==> src/rtl/adsr_geg_pkg.sv <==
// ----------------------------------------------------------------------------
// adsr_geg_pkg
// shared types, constants and the rate table of the envelope generator
// ----------------------------------------------------------------------------
package adsr_geg_pkg;

    localparam logic [15:0] CNT_RELOAD = 16'h7800;
    localparam logic [10:0] LEVEL_MAX  = 11'h7FF;
    localparam logic [11:0] ATTACK_FAST_STEP = 12'h400;
    localparam logic [11:0] LIN_STEP   = 12'h020;
    localparam logic [11:0] BENT_STEP  = 12'h008;
    localparam logic [11:0] BENT_KNEE  = 12'h600;
    localparam logic [10:0] REL_STEP   = 11'h008;

    localparam logic [1:0] PH_ATTACK  = 2'd0;
    localparam logic [1:0] PH_DECAY   = 2'd1;
    localparam logic [1:0] PH_SUSTAIN = 2'd2;
    localparam logic [1:0] PH_RELEASE = 2'd3;

    localparam logic [1:0] GAIN_LIN_DEC = 2'd0;
    localparam logic [1:0] GAIN_EXP_DEC = 2'd1;
    localparam logic [1:0] GAIN_LIN_INC = 2'd2;
    localparam logic [1:0] GAIN_BENT    = 2'd3;

    localparam logic [1:0] REG_ADSR_FIRST  = 2'd0;
    localparam logic [1:0] REG_ADSR_SECOND = 2'd1;
    localparam logic [1:0] REG_GAIN        = 2'd2;

    typedef struct packed {
        logic [7:0] adsr_first;
        logic [7:0] adsr_second;
        logic [7:0] gain_setting;
    } cfg_t;

    typedef struct packed {
        logic [10:0] level;
        logic [15:0] counter;
        logic [1:0]  phase;
        logic        active;
    } env_state_t;

    typedef struct packed {
        logic        ended;
        logic        active;
        logic [1:0]  phase;
        logic [10:0] level;
    } env_result_t;

    function automatic logic [15:0] rate_lookup(input logic [4:0] idx);
        logic [15:0] r;
        unique case (idx)
            5'd0:  r = 16'h0000;
            5'd1:  r = 16'h000F;
            5'd2:  r = 16'h0014;
            5'd3:  r = 16'h0018;
            5'd4:  r = 16'h001E;
            5'd5:  r = 16'h0028;
            5'd6:  r = 16'h0030;
            5'd7:  r = 16'h003C;
            5'd8:  r = 16'h0050;
            5'd9:  r = 16'h0060;
            5'd10: r = 16'h0078;
            5'd11: r = 16'h00A0;
            5'd12: r = 16'h00C0;
            5'd13: r = 16'h00F0;
            5'd14: r = 16'h0140;
            5'd15: r = 16'h0180;
            5'd16: r = 16'h01E0;
            5'd17: r = 16'h0280;
            5'd18: r = 16'h0300;
            5'd19: r = 16'h03C0;
            5'd20: r = 16'h0500;
            5'd21: r = 16'h0600;
            5'd22: r = 16'h0780;
            5'd23: r = 16'h0A00;
            5'd24: r = 16'h0C00;
            5'd25: r = 16'h0F00;
            5'd26: r = 16'h1400;
            5'd27: r = 16'h1800;
            5'd28: r = 16'h1E00;
            5'd29: r = 16'h2800;
            5'd30: r = 16'h3C00;
            default: r = 16'h7800;
        endcase
        return r;
    endfunction

    // level minus (((level - 1) >> 8) + 1), zero stays zero
    function automatic logic [10:0] exp_step(input logic [10:0] lvl);
        logic [10:0] dm1;
        logic [10:0] dec;
        dm1 = lvl - 11'd1;
        dec = {8'd0, dm1[10:8]} + 11'd1;
        return (lvl == 11'd0) ? 11'd0 : lvl - dec;
    endfunction

endpackage

==> src/rtl/adsr_geg_step.sv <==
// ----------------------------------------------------------------------------
// adsr_geg_step
// next-state and result logic for one sample tick
// ----------------------------------------------------------------------------
module adsr_geg_step
(
    input  adsr_geg_pkg::cfg_t        cfg,
    input  adsr_geg_pkg::env_state_t  cur,
    input  logic                      key_on,
    input  logic                      key_off,
    output adsr_geg_pkg::env_state_t  nxt,
    output adsr_geg_pkg::env_result_t res
);

    adsr_geg_pkg::env_state_t st;
    logic        adsr_mode;
    logic [3:0]  atk;
    logic [7:0]  g;
    logic [4:0]  rate_idx;
    logic        use_cnt;
    logic [16:0] diff;
    logic        expired;
    logic [15:0] cnt_upd;
    logic [11:0] lvl;
    logic [11:0] sus_thr;
    logic [10:0] rel_lvl;
    logic        ended;

    assign adsr_mode = cfg.adsr_first[7];
    assign atk       = cfg.adsr_first[3:0];
    assign g         = cfg.gain_setting;
    assign sus_thr   = {1'b0, ({1'b0, cfg.adsr_second[7:5]} + 4'd1), 7'd0} << 1;

    // key handling
    always_comb
    begin
        st = cur;
        if (key_on && !key_off)
        begin
            st.active  = 1'b1;
            st.level   = 11'd0;
            st.counter = adsr_geg_pkg::CNT_RELOAD;
            st.phase   = adsr_geg_pkg::PH_ATTACK;
        end
        if (key_off && st.active)
            st.phase = adsr_geg_pkg::PH_RELEASE;
    end

    // rate counter select and update
    always_comb
    begin
        rate_idx = g[4:0];
        use_cnt  = 1'b0;
        if (adsr_mode)
        begin
            unique case (st.phase)
                adsr_geg_pkg::PH_ATTACK:
                begin
                    rate_idx = {atk, 1'b1};
                    use_cnt  = (atk != 4'hF);
                end
                adsr_geg_pkg::PH_DECAY:
                begin
                    rate_idx = {1'b1, cfg.adsr_first[6:4], 1'b0};
                    use_cnt  = 1'b1;
                end
                adsr_geg_pkg::PH_SUSTAIN:
                begin
                    rate_idx = cfg.adsr_second[4:0];
                    use_cnt  = 1'b1;
                end
                default:
                begin
                    rate_idx = g[4:0];
                    use_cnt  = 1'b0;
                end
            endcase
        end
        else
        begin
            use_cnt = g[7];
        end
        diff    = {1'b0, st.counter} - {1'b0, adsr_geg_pkg::rate_lookup(rate_idx)};
        expired = diff[16] || (diff == 17'd0);
        cnt_upd = expired ? adsr_geg_pkg::CNT_RELOAD : diff[15:0];
    end

    assign rel_lvl = st.level - adsr_geg_pkg::REL_STEP;

    always_comb
    begin
        nxt   = st;
        ended = 1'b0;
        lvl   = {1'b0, st.level};
        if (st.active)
        begin
            if (st.phase == adsr_geg_pkg::PH_RELEASE)
            begin
                if (st.level <= adsr_geg_pkg::REL_STEP)
                begin
                    nxt.level  = 11'd0;
                    nxt.active = 1'b0;
                    ended      = 1'b1;
                end
                else
                begin
                    nxt.level = rel_lvl;
                end
            end
            else
            begin
                if (use_cnt)
                    nxt.counter = cnt_upd;
                if (adsr_mode)
                begin
                    unique case (st.phase)
                        adsr_geg_pkg::PH_ATTACK:
                        begin
                            if (atk == 4'hF)
                                lvl = lvl + adsr_geg_pkg::ATTACK_FAST_STEP;
                            else if (expired)
                                lvl = lvl + adsr_geg_pkg::LIN_STEP;
                            if (lvl > {1'b0, adsr_geg_pkg::LEVEL_MAX})
                            begin
                                nxt.level = adsr_geg_pkg::LEVEL_MAX;
                                nxt.phase = adsr_geg_pkg::PH_DECAY;
                            end
                            else
                            begin
                                nxt.level = lvl[10:0];
                            end
                        end
                        adsr_geg_pkg::PH_DECAY:
                        begin
                            if (expired)
                                nxt.level = adsr_geg_pkg::exp_step(st.level);
                            if ({1'b0, nxt.level} <= sus_thr)
                                nxt.phase = adsr_geg_pkg::PH_SUSTAIN;
                        end
                        adsr_geg_pkg::PH_SUSTAIN:
                        begin
                            if (expired)
                                nxt.level = adsr_geg_pkg::exp_step(st.level);
                        end
                        default:
                        begin
                            nxt.level = st.level;
                        end
                    endcase
                end
                else if (!g[7])
                begin
                    nxt.level = {g[6:0], 4'd0};
                end
                else if (expired)
                begin
                    case (g[6:5])
                        adsr_geg_pkg::GAIN_LIN_DEC:
                            nxt.level = (lvl < adsr_geg_pkg::LIN_STEP) ? 11'd0
                                      : st.level - adsr_geg_pkg::LIN_STEP[10:0];
                        adsr_geg_pkg::GAIN_EXP_DEC:
                            nxt.level = adsr_geg_pkg::exp_step(st.level);
                        adsr_geg_pkg::GAIN_LIN_INC:
                        begin
                            lvl = lvl + adsr_geg_pkg::LIN_STEP;
                            nxt.level = lvl[11] ? adsr_geg_pkg::LEVEL_MAX : lvl[10:0];
                        end
                        default:
                        begin
                            lvl = lvl + ((lvl < adsr_geg_pkg::BENT_KNEE)
                                  ? adsr_geg_pkg::LIN_STEP : adsr_geg_pkg::BENT_STEP);
                            nxt.level = lvl[11] ? adsr_geg_pkg::LEVEL_MAX : lvl[10:0];
                        end
                    endcase
                end
            end
        end
    end

    always_comb
    begin
        res.ended  = ended;
        res.active = nxt.active;
        res.phase  = nxt.phase;
        res.level  = nxt.active ? nxt.level : 11'd0;
    end

endmodule

==> src/rtl/adsr_gain_envelope_generator_top.sv <==
// ----------------------------------------------------------------------------
// adsr_gain_envelope_generator_top
// single-voice adsr / gain envelope generator, one transfer per sample tick
// ----------------------------------------------------------------------------
// Each input transfer carries the key flags for one sample tick and produces
// exactly one output transfer with the envelope level, phase, active and
// ended flags after that tick. The block takes one transfer every clock
// cycle while the output register is empty or being read; the input
// transfer loads the result into the output register. The envelope state
// is updated in the same cycle the input is taken, so consecutive ticks
// chain with no gap, and the output register lets a new tick be taken in
// the cycle the pending result is read. Configuration writes take effect on
// the next tick; the user must see they are made while the block is idle, as the block does not check it.
module adsr_gain_envelope_generator_top
(
    input  logic        clk,
    input  logic        rst_n,
    input  logic        cfg_wr_en,
    input  logic [1:0]  cfg_index,
    input  logic [7:0]  cfg_data,
    input  logic        s_tvalid,
    output logic        s_tready,
    input  logic [7:0]  s_tdata,   // key_on, key_off
    output logic        m_tvalid,
    input  logic        m_tready,
    output logic [15:0] m_tdata    // level[10:0], phase[12:11], active, ended
);

    adsr_geg_pkg::cfg_t          cfg_reg;
    adsr_geg_pkg::env_state_t    state_reg;
    adsr_geg_pkg::env_state_t    state_next;
    adsr_geg_pkg::env_result_t   res_next;
    adsr_geg_pkg::env_result_t   res_reg;
    logic                        out_valid_reg;
    logic                        accept;

    assign s_tready = !out_valid_reg || m_tready;
    assign accept   = s_tvalid && s_tready;

    always_ff @(posedge clk or negedge rst_n)
    begin
        if (!rst_n)
        begin
            cfg_reg <= '0;
        end
        else if (cfg_wr_en)
        begin
            unique case (cfg_index)
                adsr_geg_pkg::REG_ADSR_FIRST:  cfg_reg.adsr_first   <= cfg_data;
                adsr_geg_pkg::REG_ADSR_SECOND: cfg_reg.adsr_second  <= cfg_data;
                adsr_geg_pkg::REG_GAIN:        cfg_reg.gain_setting <= cfg_data;
                default:                       cfg_reg <= cfg_reg;
            endcase
        end
    end

    adsr_geg_step u_step
    (
        .cfg     (cfg_reg),
        .cur     (state_reg),
        .key_on  (s_tdata[0]),
        .key_off (s_tdata[1]),
        .nxt     (state_next),
        .res     (res_next)
    );

    always_ff @(posedge clk or negedge rst_n)
    begin
        if (!rst_n)
        begin
            state_reg.level   <= 11'd0;
            state_reg.counter <= adsr_geg_pkg::CNT_RELOAD;
            state_reg.phase   <= adsr_geg_pkg::PH_ATTACK;
            state_reg.active  <= 1'b0;
            out_valid_reg     <= 1'b0;
        end
        else
        begin
            if (accept)
                state_reg <= state_next;
            if (accept)
                out_valid_reg <= 1'b1;
            else if (m_tready)
                out_valid_reg <= 1'b0;
        end
    end

    always_ff @(posedge clk)
    begin
        if (accept)
            res_reg <= res_next;
    end

    assign m_tvalid = out_valid_reg;
    assign m_tdata  = {1'b0, res_reg};

endmodule

==> config.mk <==
export PLATFORM = sky130hd
export DESIGN_NAME = adsr_gain_envelope_generator_top
export DESIGN_NICKNAME = d
export VERILOG_FILES = /design/src/rtl/adsr_geg_pkg.sv /design/src/rtl/adsr_geg_step.sv /design/src/rtl/adsr_gain_envelope_generator_top.sv
export SDC_FILE = /design/constraint.sdc
export NUM_CORES = 1
export LEC_CHECK = 0
export ABC_AREA = 1
export BUFFER_PORTS_ARGS = -buffer_cell sky130_fd_sc_hd__buf_2
export CAP_MARGIN = 20
export CORE_MARGIN = 4
export CORE_UTILIZATION = 55
export CTS_CLUSTER_SIZE = 12
export DETAILED_ROUTE_END_ITERATION = 16
export PLACE_DENSITY = 0.79
export SYNTH_ARGS = -nofsm -noshare
export SYNTH_HDL_FRONTEND = slang
export SYNTH_HIERARCHICAL = 1
export SYNTH_SLANG_ARGS = --single-unit
export TNS_END_PERCENT = 5
==> constraint.sdc <==
create_clock -name clk -period 6.04 [get_ports clk]
set_input_delay 0.302 -clock clk [delete_from_list [all_inputs] [get_ports clk]]
set_output_delay 0.302 -clock clk [all_outputs]
set_load 0.05 [all_outputs]
==> results.md <==
- Initial antenna violation count: 0
- Cell Rows: 42
- CTS tree: yes
- Startpoint type of the worst setup path: flop
- Critical path's slowest cell: dfrtp_1
- Mean area per synthesized cell: 6.26 um^2
- Largest net degree at the start of global routing: 56
- Worst path max stage delay: 380 ps
- Max reg flops: 30
- DRC viols: 0
- Cell taking the most area after synthesis: nand2_1
- Reg2reg start: state_reg[0]
- Yosys cell types: 53
- Ys async rst share: 78.6%
- TNS Setup: 0 ps
- Max_cap viols: 0
- Placer Congestion: 1.00
- Area of the multi-input gates: 4850 um^2
- DR vias/cell: 5.64
- Slew Limit Headroom: 30.5%
- Fin crit share: 93.3%
- Outcome: finished, final reports clean
- Die Span Y: 124 um
- Grt ovf: 0
- Reg clk slew, reported paths: 60 ps
- Delay-heaviest family, CP: simple AND/OR/NAND/NOR gates
- Worst R2R Path Depth: 42
- Syn nets: 1247
- Critical Path AT: 5930 ps
- Worst EP required: 6330 ps
- Port Buffers: 33
- Initial core utilization: 56.1%
- Share of the yosys chip area belonging to registers: 24.8%
- Critical Path Fanout Max: 7
- Clock skew: 10.6 ps
- Hold Fails Final Rpt: 0
- Io pins: 41
- First-pass DRT Iterations: 6
- Reg-to-reg endpoint: state_reg[1]
- Layout cells sized above 1: 13.0%
- Width of the die: 124 um
- Final nets: 1274
- Clk root buf: clkbuf_16
- Antenna viol nets, final: 0
- Crit. End Element: flop
- LEAKAGE: 4.36 nW
- Buf/Inv on CP: 9
- Setup CP Type: reg -> reg
- YS warnings: 6
- Least-Margin Pin Slew: 1040 ps
- Number of synthesized flops with an enable pin: 15
- CTS sink count: 70
- Layout Utilization: 61.8%
- Post-layout minimum cycle time: 5630 ps
- Placeable core area: 13200 um^2
- Antenna Cells: 0
- GRT Util Overall: 28.6%
- Dpl hpwl: 16.2 mm
- Critical path startpoint: state_reg[0]
- Most used cell, CP: nand2_1
- Routed WL: 21.9 mm
- Vias in the first global route: 6742
- Worst-Skew Late Latency: 350 ps
- Final setup viols: 0
- H-tree depth: 3
- First-pass GRT wire length: 34.3 mm
- Die area: 15400 um^2
- Fill count: 1306
- Post-synthesis cell area: 7400 um^2
- DR vias: 7835
- Clk buf depth: 2
- Power Density: 578 nW/um^2
- Fmax: 177 MHz
- Number of buffers created by CTS: 9
- Most frequent cell after synthesis: nand2_1
- Syn-to-layout area delta: 10.2%
- Largest cells by area after synthesis: nand2_1, dfrtp_1, inv_1
- Prevailing post-synth register cell: dfrtp_1
- WP depth: 42
- Maximum VDD drop: 0.240 mV
- Post-DR wirelength/cell: 15.8 um
- Fin. max-slew vios: 0
- Hold crit path type: in -> async
- Commonest cells post-synth: nand2_1, inv_1, nand3_1
- R2R setup slack: 410 ps
- Register area: 1830 um^2
- Synth top area share: 21.0%
- Syn Inst Count: 1182
- FF+latch count, synth: 70
- Worst setup path end: state_reg[1]
- DR iter-0 viols: 1054
- Hold Slack: 103 ps
cell type report:
cell class | instances | area share (%)
multi-input combinational | 919 | 59.5
sequential | 70 | 22.5
inverter | 149 | 6.86
timing repair buffer | 60 | 4.56
clock buffer | 10 | 2.81
tap | 176 | 2.70
clock inverter | 6 | 1.06
layout by cell type (no fill, tap or decap), types with 11 or more instances in the layout:
cell	count
buf_2	33
inv_2	15
nand3_1	92
nand4_1	25
xor2_1	20
buf_4	26
dfrtp_1	51
nand2_1	413
inv_1	132
o211ai_1	12
a21oi_1	45
nor3_1	13
ha_1	35
nand2_2	11
nor2_1	82
o21ai_1	13
edfxtp_1	15
o21ai_0	63
stage by stage:
step	cells	instance area, um^2	power, mW	worst slack (ps)
floorplan	1182	7400	3.17	391
global route	1390	8150	5.14	-74.6
CTS	1385	7980	4.49	141
global placement	1369	7660	3.87	237
finish	1390	8150	4.71	405
detailed placement	1369	7660	3.90	95.8
cell families after synthesis:
logic type	count (synthesis)	share of synthesized area (%)
AOI/OAI and AO/OA	175	13.4
xor gates and xnor gates	27	3.20
adders and majority gates	42	7.31
buffers and inverters	193	11.4
DFF	70	24.8
other	1	0.0507
and+or+nand+nor	674	39.9
what timing repair did:
item                                    in CTS  in global routing
gates resized for setup                      0                 37
hold buffers                                 0                  0
endpoints found under the setup margin       0                 17
buffers inserted                             0                  5
how the worst min path moves through the flow:
stage | cells after the start | from | endpoint | slack, ps
after floorplan | 0 | rst_n | cfg_reg[0] | 6
after global placement | 2 | state_reg[17] | state_reg[17] | 450
after detailed placement | 2 | state_reg[17] | state_reg[17] | 460
after CTS | 2 | rst_n | cfg_reg[14] | 130
after global routing | 2 | rst_n | cfg_reg[15] | 160
final | 2 | rst_n | cfg_reg[14] | 100
layer usage:
layer  track usage (%)  vias up  wire, um
met5                 0        -         0
met4              7.53        0       398
met3              5.59       40      2070
met2              43.1      351      9660
met1              41.9     3557      9800
li1                  -     3887         -
power by group:
| part | total [mW] | internal, mW | switching, mW |
|---|---|---|---|
| Sequential | 0.737 | 0.634 | 0.103 |
| Clock | 0.566 | 0.360 | 0.206 |
| Combinational | 3.41 | 1.14 | 2.27 |
| Total | 4.71 | 2.14 | 2.58 |
No activity file was read; power rests on OpenSTA's default activity.
